`src/design/smdd_pkg.sv`:
```
package smdd_pkg;

    localparam int unsigned TIME_W = 32;
    localparam int unsigned CFG_W  = 16;

    typedef enum logic [1:0] {
        FUNC_POLL  = 2'd0,
        FUNC_HUB   = 2'd1,
        FUNC_START = 2'd2,
        FUNC_NONE  = 2'd3
    } func_t;

    typedef enum logic [1:0] {
        MODE_UNKNOWN   = 2'd0,
        MODE_MOMENTARY = 2'd1,
        MODE_LATCHING  = 2'd2,
        MODE_RESERVED  = 2'd3
    } mode_t;

    typedef enum logic [1:0] {
        REG_DEBOUNCE     = 2'd0,
        REG_LATCH_DETECT = 2'd1,
        REG_DECOMMISSION = 2'd2,
        REG_NONE         = 2'd3
    } reg_index_t;

    typedef struct packed {
        logic [1:0]        func;
        logic [TIME_W-1:0] now_ms;
        logic              switch_closed;
        logic              decommission_pressed;
        logic              hub_value;
    } sample_t;

    typedef struct packed {
        logic       led_level;
        logic       on_off;
        logic [1:0] switch_mode;
        logic       forced_off_publish;
        logic       publish_valid;
        logic       publish_value;
        logic       reset_request;
    } result_t;

    typedef struct packed {
        logic [1:0]       index;
        logic [CFG_W-1:0] value;
    } cfg_write_t;

    // True once the wrapping interval from start to now reaches limit.
    function automatic logic reached(input logic [TIME_W-1:0] now,
                                     input logic [TIME_W-1:0] start,
                                     input logic [CFG_W-1:0]  limit);
        logic [TIME_W-1:0] span;
        span = now - start;
        return span >= {{(TIME_W-CFG_W){1'b0}}, limit};
    endfunction

endpackage

```
`src/design/smdd_if.sv`:
```
interface smdd_sample_if;
    logic              valid;
    logic              ready;
    smdd_pkg::sample_t data;

    modport source (output valid, output data, input ready);
    modport sink   (input valid, input data, output ready);
endinterface

interface smdd_result_if;
    logic              valid;
    logic              ready;
    smdd_pkg::result_t data;

    modport source (output valid, output data, input ready);
    modport sink   (input valid, input data, output ready);
endinterface

interface smdd_cfg_if;
    logic                 valid;
    logic                 ready;
    smdd_pkg::cfg_write_t data;

    modport source (output valid, output data, input ready);
    modport sink   (input valid, input data, output ready);
endinterface

```
`src/design/switch_mode_detect_debounce_top.sv`:
```
// Switch mode detector: time debounce, momentary/latching learning, decommission long hold.
// An accepted sample beat passes through the input register, then the result register,
// to its result beat. Throughput: one item per cycle while result.ready holds, set by the
// state update between the input register and the result register.
// Reset (rst_n low, asynchronous): all switch state cleared, registers back to
// debounce 50 ms, latch detect 1000 ms, decommission hold 5000 ms; both stages empty.
module switch_mode_detect_debounce_top (
    input  logic          clk,
    input  logic          rst_n,
    smdd_sample_if.sink   sample,
    smdd_result_if.source result,
    smdd_cfg_if.sink      cfg
);

    // Configuration registers
    logic [smdd_pkg::CFG_W-1:0] debounce_reg;
    logic [smdd_pkg::CFG_W-1:0] latch_detect_reg;
    logic [smdd_pkg::CFG_W-1:0] decommission_reg;

    // Pipeline registers
    logic              stage_valid_reg;
    smdd_pkg::sample_t stage_reg;
    logic              out_valid_reg;
    smdd_pkg::result_t out_reg;

    // Switch state
    smdd_pkg::mode_t             mode_reg,        mode_next;
    logic                        logical_on_reg,  logical_on_next;
    logic                        led_drive_reg,   led_drive_next;
    logic                        raw_level_reg,   raw_level_next;
    logic                        stable_reg,      stable_next;
    logic [smdd_pkg::TIME_W-1:0] change_time_reg, change_time_next;
    logic                        press_active_reg, press_active_next;
    logic [smdd_pkg::TIME_W-1:0] press_start_reg, press_start_next;
    logic                        last_latch_reg,  last_latch_next;
    logic                        hold_active_reg, hold_active_next;
    logic [smdd_pkg::TIME_W-1:0] hold_start_reg,  hold_start_next;
    logic                        hold_fired_reg,  hold_fired_next;
    smdd_pkg::result_t           res_next;

    logic advance;
    logic take_sample;

    // Advance the stage whenever the result register is empty or being drained;
    // accept a new sample beat whenever the stage is empty or advancing.
    assign advance      = stage_valid_reg && (!out_valid_reg || result.ready);
    assign sample.ready = !stage_valid_reg || advance;
    assign take_sample  = sample.valid && sample.ready;
    assign cfg.ready    = 1'b1;

    assign result.valid = out_valid_reg;
    assign result.data  = out_reg;

    // Item processing: a poll runs the decommission detector, then debounce, then the mode handler.
    always_comb
    begin
        logic pub_v;
        logic pub_d;
        logic forced;
        logic rst_req;
        logic [smdd_pkg::TIME_W-1:0] now;

        now     = stage_reg.now_ms;
        pub_v   = 1'b0;
        pub_d   = 1'b0;
        forced  = 1'b0;
        rst_req = 1'b0;

        mode_next         = mode_reg;
        logical_on_next   = logical_on_reg;
        led_drive_next    = led_drive_reg;
        raw_level_next    = raw_level_reg;
        stable_next       = stable_reg;
        change_time_next  = change_time_reg;
        press_active_next = press_active_reg;
        press_start_next  = press_start_reg;
        last_latch_next   = last_latch_reg;
        hold_active_next  = hold_active_reg;
        hold_start_next   = hold_start_reg;
        hold_fired_next   = hold_fired_reg;

        case (smdd_pkg::func_t'(stage_reg.func))
            smdd_pkg::FUNC_POLL:
            begin
                // Decommission long hold: fire once per press.
                if (stage_reg.decommission_pressed)
                begin
                    if (!hold_active_reg)
                    begin
                        hold_active_next = 1'b1;
                        hold_start_next  = now;
                        hold_fired_next  = 1'b0;
                    end
                    else if (!hold_fired_reg &&
                             smdd_pkg::reached(now, hold_start_reg, decommission_reg))
                    begin
                        hold_fired_next = 1'b1;
                        led_drive_next  = 1'b0;
                        logical_on_next = 1'b0;
                        forced          = 1'b1;
                        rst_req         = 1'b1;
                    end
                end
                else
                begin
                    hold_active_next = 1'b0;
                end

                // Debounce: a level change only restarts the timer.
                if (stage_reg.switch_closed != raw_level_reg)
                begin
                    raw_level_next   = stage_reg.switch_closed;
                    change_time_next = now;
                end
                else if (smdd_pkg::reached(now, change_time_reg, debounce_reg))
                begin
                    stable_next = stage_reg.switch_closed;
                end

                case (mode_reg)
                    smdd_pkg::MODE_UNKNOWN:
                    begin
                        if (stable_next)
                        begin
                            if (!press_active_reg)
                            begin
                                press_active_next = 1'b1;
                                press_start_next  = now;
                            end
                            else if (smdd_pkg::reached(now, press_start_reg,
                                                       latch_detect_reg))
                            begin
                                // Long hold: latching, follow the position.
                                press_active_next = 1'b0;
                                mode_next         = smdd_pkg::MODE_LATCHING;
                                last_latch_next   = 1'b1;
                                led_drive_next    = 1'b1;
                                logical_on_next   = 1'b1;
                                pub_v             = 1'b1;
                                pub_d             = 1'b1;
                            end
                        end
                        else if (press_active_reg)
                        begin
                            press_active_next = 1'b0;
                            if (smdd_pkg::reached(now, press_start_reg, debounce_reg))
                            begin
                                mode_next       = smdd_pkg::MODE_MOMENTARY;
                                pub_d           = !logical_on_next;
                                led_drive_next  = pub_d;
                                logical_on_next = pub_d;
                                pub_v           = 1'b1;
                            end
                        end
                    end
                    smdd_pkg::MODE_MOMENTARY:
                    begin
                        if (stable_next)
                        begin
                            if (!press_active_reg)
                            begin
                                press_active_next = 1'b1;
                                press_start_next  = now;
                            end
                        end
                        else if (press_active_reg &&
                                 smdd_pkg::reached(now, press_start_reg, debounce_reg))
                        begin
                            // Toggle on release.
                            press_active_next = 1'b0;
                            pub_d             = !logical_on_next;
                            led_drive_next    = pub_d;
                            logical_on_next   = pub_d;
                            pub_v             = 1'b1;
                        end
                    end
                    default:
                    begin
                        if (stable_next != last_latch_reg)
                        begin
                            last_latch_next = stable_next;
                            led_drive_next  = stable_next;
                            logical_on_next = stable_next;
                            pub_v           = 1'b1;
                            pub_d           = stable_next;
                        end
                    end
                endcase
            end
            smdd_pkg::FUNC_HUB:
            begin
                logical_on_next = stage_reg.hub_value;
                led_drive_next  = stage_reg.hub_value;
            end
            smdd_pkg::FUNC_START:
            begin
                raw_level_next   = stage_reg.switch_closed;
                stable_next      = stage_reg.switch_closed;
                change_time_next = now;
                logical_on_next  = stage_reg.switch_closed;
                led_drive_next   = stage_reg.switch_closed;
                if (stage_reg.switch_closed)
                begin
                    press_active_next = 1'b1;
                    press_start_next  = now;
                end
            end
            default:
            begin
                // Unused code: hold all state.
            end
        endcase

        res_next.led_level          = led_drive_next;
        res_next.on_off             = logical_on_next;
        res_next.switch_mode        = mode_next;
        res_next.forced_off_publish = forced;
        res_next.publish_valid      = pub_v;
        res_next.publish_value      = pub_v && pub_d;
        res_next.reset_request      = rst_req;
    end

    // Configuration writes; drop writes to indexes beyond the list.
    always_ff @(posedge clk or negedge rst_n)
    begin
        if (!rst_n)
        begin
            debounce_reg     <= smdd_pkg::CFG_W'(50);
            latch_detect_reg <= smdd_pkg::CFG_W'(1000);
            decommission_reg <= smdd_pkg::CFG_W'(5000);
        end
        else if (cfg.valid)
        begin
            case (smdd_pkg::reg_index_t'(cfg.data.index))
                smdd_pkg::REG_DEBOUNCE:     debounce_reg     <= cfg.data.value;
                smdd_pkg::REG_LATCH_DETECT: latch_detect_reg <= cfg.data.value;
                smdd_pkg::REG_DECOMMISSION: decommission_reg <= cfg.data.value;
                default:
                begin
                end
            endcase
        end
    end

    // Input stage control.
    always_ff @(posedge clk or negedge rst_n)
    begin
        if (!rst_n)
        begin
            stage_valid_reg <= 1'b0;
        end
        else if (sample.ready)
        begin
            stage_valid_reg <= sample.valid;
        end
    end

    // Input stage payload.
    always_ff @(posedge clk)
    begin
        if (take_sample)
        begin
            stage_reg <= sample.data;
        end
    end

    // Result stage control.
    always_ff @(posedge clk or negedge rst_n)
    begin
        if (!rst_n)
        begin
            out_valid_reg <= 1'b0;
        end
        else if (advance)
        begin
            out_valid_reg <= 1'b1;
        end
        else if (result.ready)
        begin
            out_valid_reg <= 1'b0;
        end
    end

    // Result payload.
    always_ff @(posedge clk)
    begin
        if (advance)
        begin
            out_reg <= res_next;
        end
    end

    // Switch state: commit when the stage advances.
    always_ff @(posedge clk or negedge rst_n)
    begin
        if (!rst_n)
        begin
            mode_reg         <= smdd_pkg::MODE_UNKNOWN;
            logical_on_reg   <= 1'b0;
            led_drive_reg    <= 1'b0;
            raw_level_reg    <= 1'b0;
            stable_reg       <= 1'b0;
            change_time_reg  <= '0;
            press_active_reg <= 1'b0;
            press_start_reg  <= '0;
            last_latch_reg   <= 1'b0;
            hold_active_reg  <= 1'b0;
            hold_start_reg   <= '0;
            hold_fired_reg   <= 1'b0;
        end
        else if (advance)
        begin
            mode_reg         <= mode_next;
            logical_on_reg   <= logical_on_next;
            led_drive_reg    <= led_drive_next;
            raw_level_reg    <= raw_level_next;
            stable_reg       <= stable_next;
            change_time_reg  <= change_time_next;
            press_active_reg <= press_active_next;
            press_start_reg  <= press_start_next;
            last_latch_reg   <= last_latch_next;
            hold_active_reg  <= hold_active_next;
            hold_start_reg   <= hold_start_next;
            hold_fired_reg   <= hold_fired_next;
        end
    end

endmodule
```
`src/flat_wrapper.sv`:
```
// flat-port wrapper written by rule: the top's interface ports become plain ports
module switch_mode_detect_debounce_top_flat 
  (clk, rst_n, sample_valid, sample_data, sample_ready, result_valid, result_data, result_ready, cfg_valid, cfg_data, cfg_ready);
  smdd_sample_if sample_i ();
  smdd_result_if result_i ();
  smdd_cfg_if cfg_i ();
  input  logic clk;
  input  logic rst_n;
  input wire logic [$bits(sample_i.valid)-1:0] sample_valid;
  input wire logic [$bits(sample_i.data)-1:0] sample_data;
  output wire logic [$bits(sample_i.ready)-1:0] sample_ready;
  output wire logic [$bits(result_i.valid)-1:0] result_valid;
  output wire logic [$bits(result_i.data)-1:0] result_data;
  input wire logic [$bits(result_i.ready)-1:0] result_ready;
  input wire logic [$bits(cfg_i.valid)-1:0] cfg_valid;
  input wire logic [$bits(cfg_i.data)-1:0] cfg_data;
  output wire logic [$bits(cfg_i.ready)-1:0] cfg_ready;
  assign sample_i.valid = sample_valid;
  assign sample_i.data = sample_data;
  assign sample_ready = sample_i.ready;
  assign result_valid = result_i.valid;
  assign result_data = result_i.data;
  assign result_i.ready = result_ready;
  assign cfg_i.valid = cfg_valid;
  assign cfg_i.data = cfg_data;
  assign cfg_ready = cfg_i.ready;
  switch_mode_detect_debounce_top u_core (.clk(clk), .rst_n(rst_n), .sample(sample_i), .result(result_i), .cfg(cfg_i));
endmodule
```
`config.mk`:
```
export PLATFORM = sky130hd
export DESIGN_NAME = switch_mode_detect_debounce_top_flat
export DESIGN_NICKNAME = d
export VERILOG_FILES = /design/src/design/smdd_pkg.sv /design/src/design/smdd_if.sv /design/src/design/switch_mode_detect_debounce_top.sv /design/src/flat_wrapper.sv
export SDC_FILE = /design/constraint.sdc
export NUM_CORES = 1
export LEC_CHECK = 0
export BUFFER_PORTS_ARGS = -buffer_cell sky130_fd_sc_hd__buf_4
export CELL_PAD_IN_SITES_DETAIL_PLACEMENT = 1
export CELL_PAD_IN_SITES_GLOBAL_PLACEMENT = 1
export CORE_MARGIN = 8
export CORE_UTILIZATION = 45
export CTS_CLUSTER_DIAMETER = 80
export DETAILED_ROUTE_END_ITERATION = 10
export PLACE_DENSITY = 0.84
export REMOVE_ABC_BUFFERS = 1
export SLEW_MARGIN = 30
export SYNTH_ARGS = -nofsm -noshare
export SYNTH_HDL_FRONTEND = slang
export SYNTH_SLANG_ARGS = --single-unit
```
`constraint.sdc`:
```
create_clock -name clk -period 6.7 [get_ports clk]
set_clock_uncertainty 0.15 [all_clocks]
set_input_delay 1.005 -clock clk [delete_from_list [all_inputs] [get_ports clk]]
set_output_delay 1.005 -clock clk [all_outputs]
set_load 0.02 [all_outputs]
```
==> summary.txt <==
Power
  – P_leak: 7.67 nW
  – Peak supply drop: between 0.15 and 0.2 mV
  – Power Total: around 7.6 mW
  – Pwr/cell area: around 440 mW/mm²

Worst setup path
  – CP Cell Sequence: ha_1 > a21o_1 > a31oi_1 > a21o_1 > a21oi_1 > or2_2 > xor2_1 > ha_1 > a21o_1 > a21oi_1 > nor2b_1 > a2111oi_0 > o221ai_1 > a211o_1 > a2111oi_1 > nand4_1 > nand4_1 > nand2_1 > ha_1 > a221oi_1 > a21oi_1 > a21oi_1 > nor2_1 > nor3_1
  – Crit path launch: u_core.stage_reg[7]
  – Worst setup SP type: register
  – Buf/Inv on CP: 0
  – Reg2reg start: u_core.stage_reg[7]
  – Crit-path leading delay family: compound AO/OA/AOI/OAI gates
  – Worst stage delay on the critical path: ~0.51 ns
  – R2R depth: 24
  – Worst path slowest cell: edfxtp_1
  – CP required: 6.84 ns
  – Reg-to-reg slack, setup: 0.47 ns
  – Crit Path Category: reg -> reg
  – Crit path top cell by count: a21oi_1
  – Crit. End Element: register
  – Worst Path Arrival: around 6.4 ns
  – R2r endpoint: u_core.result.data[6]
  – Critical-path maximum fanout: 6

Outcome
  – Status: complete, no violations

GRT
  – Number of global-route vias before repair: about 14000
  – First-pass GRT wire length: 76600 µm
  – Largest net degree at the start of global routing: 62
  – GRT Util Overall: between 20% and 30%
  – Initial antenna violation count: 1
  – Total gr overflow: 0

STA
  – Final critical-path required period: 6.23 ns
  – Final setup violating endpoints: 0
  – Final hold slack: ~0.36 ns
  – Final period utilization: around 93%
  – Hold Vio Cnt, Final: 0
  – Worst-margin pin slew: around 0.96 ns
  – Final Max Slew Viols: 0
  – Relative max-transition margin: 35.9%
  – Highest Clock Rate: around 160 MHz
  – Setup WS post-layout: about 0.47 ns
  – Fin Setup TNS: 0 ns

Floorplan
  – Num ports: 71
  – Die Ht: between 200 and 250 µm
  – Row count: about 70
  – Die area: 0.0407 mm²
  – Initial Util: roughly 45%
  – Die W: between 200 and 250 µm
  – Core area: about 0.034 mm²

Hold path
  – Min-Delay Startpoint: u_core.decommission_reg[6]
  – Worst Hold Class: reg -> reg
  – Hold Crit Endpoint: u_core.decommission_reg[6]
  – Hold path depth: 1

Layout
  – Util after Layout: approximately 50%
  – Largest register FFs: 37
  – FF+latch area: around 0.0052 mm²
  – Commonest non-fill, non-tap cell in the layout: inv_1
  – Fillcell total: around 4000
  – Final #Nets: 1961
  – Layout cell share with drive strength beyond 1: 15.5%
  – Layout area overhead: 10.5%
  – Most frequent cells in the layout: 167 x inv_1, 160 x ha_1, 156 x nand2_1
  – Area taken by multi-input logic gates: approximately 0.0094 mm²

Detailed routing
  – Post-Route WL: slightly below 50000 µm
  – Remaining antenna violation count: 0
  – TritonRoute pass-1 iters: 5
  – Wire length per cell: between 20 and 25 µm
  – DRC: 0
  – 1st-iter DRT viols: between 700 and 800
  – Via count: about 13000
  – Vias/cell: roughly 6

Clock tree
  – # hold bufs at CTS: 0
  – TritonCTS buffer count: 17
  – Worst-path clk slew: ~0.08 ns
  – Clk root buf: clkbuf_16
  – Longest Clk Path Bufs: 2
  – CTS tree: done
  – Clk_lat worst skew: about 0.46 ns
  – Clock sinks: 200
  – H-tree depth: 4

Yosys
  – Synth area leaders: dfrtp_1 23%, ha_1 13%, edfxtp_1 8.5%
  – Synth Instances: around 1700
  – Main synth FF type: dfrtp_1
  – Yosys cell types: 84
  – Async SR Flop Fraction: ~80%
  – Yosys top cell area share: between 20% and 30%
  – Area leader, netlist: dfrtp_1
  – YS warnings: 0
  – Synthesized flop and latch total: 200
  – Sequential fraction of the synthesis area: 33.8%
  – EDFF count, synth: 44
  – Syn avg cell area: 9.16 µm²
  – Post-Syn Area: 0.0155 mm²

Placement
  – Pre-CTS setup slack: about 0.30 ns
  – I/O Buffers: between 60 and 70
  – GP Congestion: approximately 0.94
  – Detailed Place HPWL: between 30000 and 40000 µm

Job
  – Max-Cap Viols: 0
-- layout make-up --
cell class	instances	share of cell area, %
Antenna cell	1	0.0146
Clock buffer	21	2.94
Clock inverter	11	0.686
Inverter	168	3.69
Multi-Input combinational cell	1263	54.7
Sequential cell	200	30.6
Tap cell	455	3.32
Timing Repair Buffer	88	4.06
-- per-layer routing --
metal / share of wire (%) / routed length (µm) / GRT usage, %
met5: 0 / 0 / 0
met4: 3.4 / 1620 / 8.95
met3: 4.0 / 1930 / 3.20
met2: 49 / 23500 / 40.2
met1: 44 / 21200 / 28.9
-- cell usage after synthesis (29+ instances only) --
| cell | n |
|---|---|
| inv_1 | 167 |
| ha_1 | 160 |
| nand2_1 | 156 |
| dfrtp_1 | 142 |
| a21oi_1 | 123 |
| o21ai_0 | 103 |
| nor2_1 | 82 |
| mux2_2 | 73 |
| clkbuf_1 | 51 |
| a21o_1 | 49 |
| edfxtp_1 | 44 |
| nand4_1 | 35 |
| xnor2_1 | 31 |
| mux2_4 | 29 |
-- power by group --
group / switching (mW) / internal [mW] / total [mW]
clock: 0.508 / 0.592 / 1.10
sequential: 0.212 / 1.59 / 1.80
combinational: 2.79 / 1.92 / 4.71
total: 3.51 / 4.10 / 7.61
-- worst register-to-register path: stages, from the launching register on --
cell	delay, ns
edfxtp_1	0.51
ha_1	0.42
a21o_1	0.24
a31oi_1	0.25
a21o_1	0.23
a21oi_1	0.13
or2_2	0.31
xor2_1	0.16
ha_1	0.32
a21o_1	0.18
a21oi_1	0.13
nor2b_1	0.06
a2111oi_0	0.34
o221ai_1	0.19
a211o_1	0.30
a2111oi_1	0.31
nand4_1	0.28
nand4_1	0.30
nand2_1	0.17
ha_1	0.32
a221oi_1	0.29
a21oi_1	0.07
a21oi_1	0.22
nor2_1	0.06
nor3_1	0.15
-- what timing repair did --
item | 4_1_cts | 5_1_grt
setup endpoints to repair | 0 | 3
resized for setup | 0 | 5
setup buffers | 0 | 3
-- stage by stage --
stage / area (µm²) / std cells
floorplan: 15200 / 1631
global placement: 16400 / 2167
detailed placement: 16400 / 2167
CTS: 17000 / 2199
global route: 17100 / 2206
finish: 17100 / 2207
-- how the worst max path moves through the flow --
stage	to	slack (ns)	cells past startpoint
floorplan	u_core.press_start_reg[0]	0.87	24
global placement	u_core.result.data[1]	0.64	25
detailed placement	u_core.result.data[1]	0.30	25
CTS	u_core.result.data[6]	0.22	24
global route	u_core.result.data[6]	-0.01	24
finish	u_core.result.data[6]	0.47	24
-- cells by family after synthesis --
group,count (synthesis),share of synthesized area (%)
compound gates,469,20.0
simple gates,462,15.1
buf+inv,231,5.94
flops,200,33.8
fa+ha+maj,163,13.3
mux,111,8.69
xor+xnor,57,3.22
other cells,1,0.0242
Note: power is estimated with default switching activity, not from simulation.
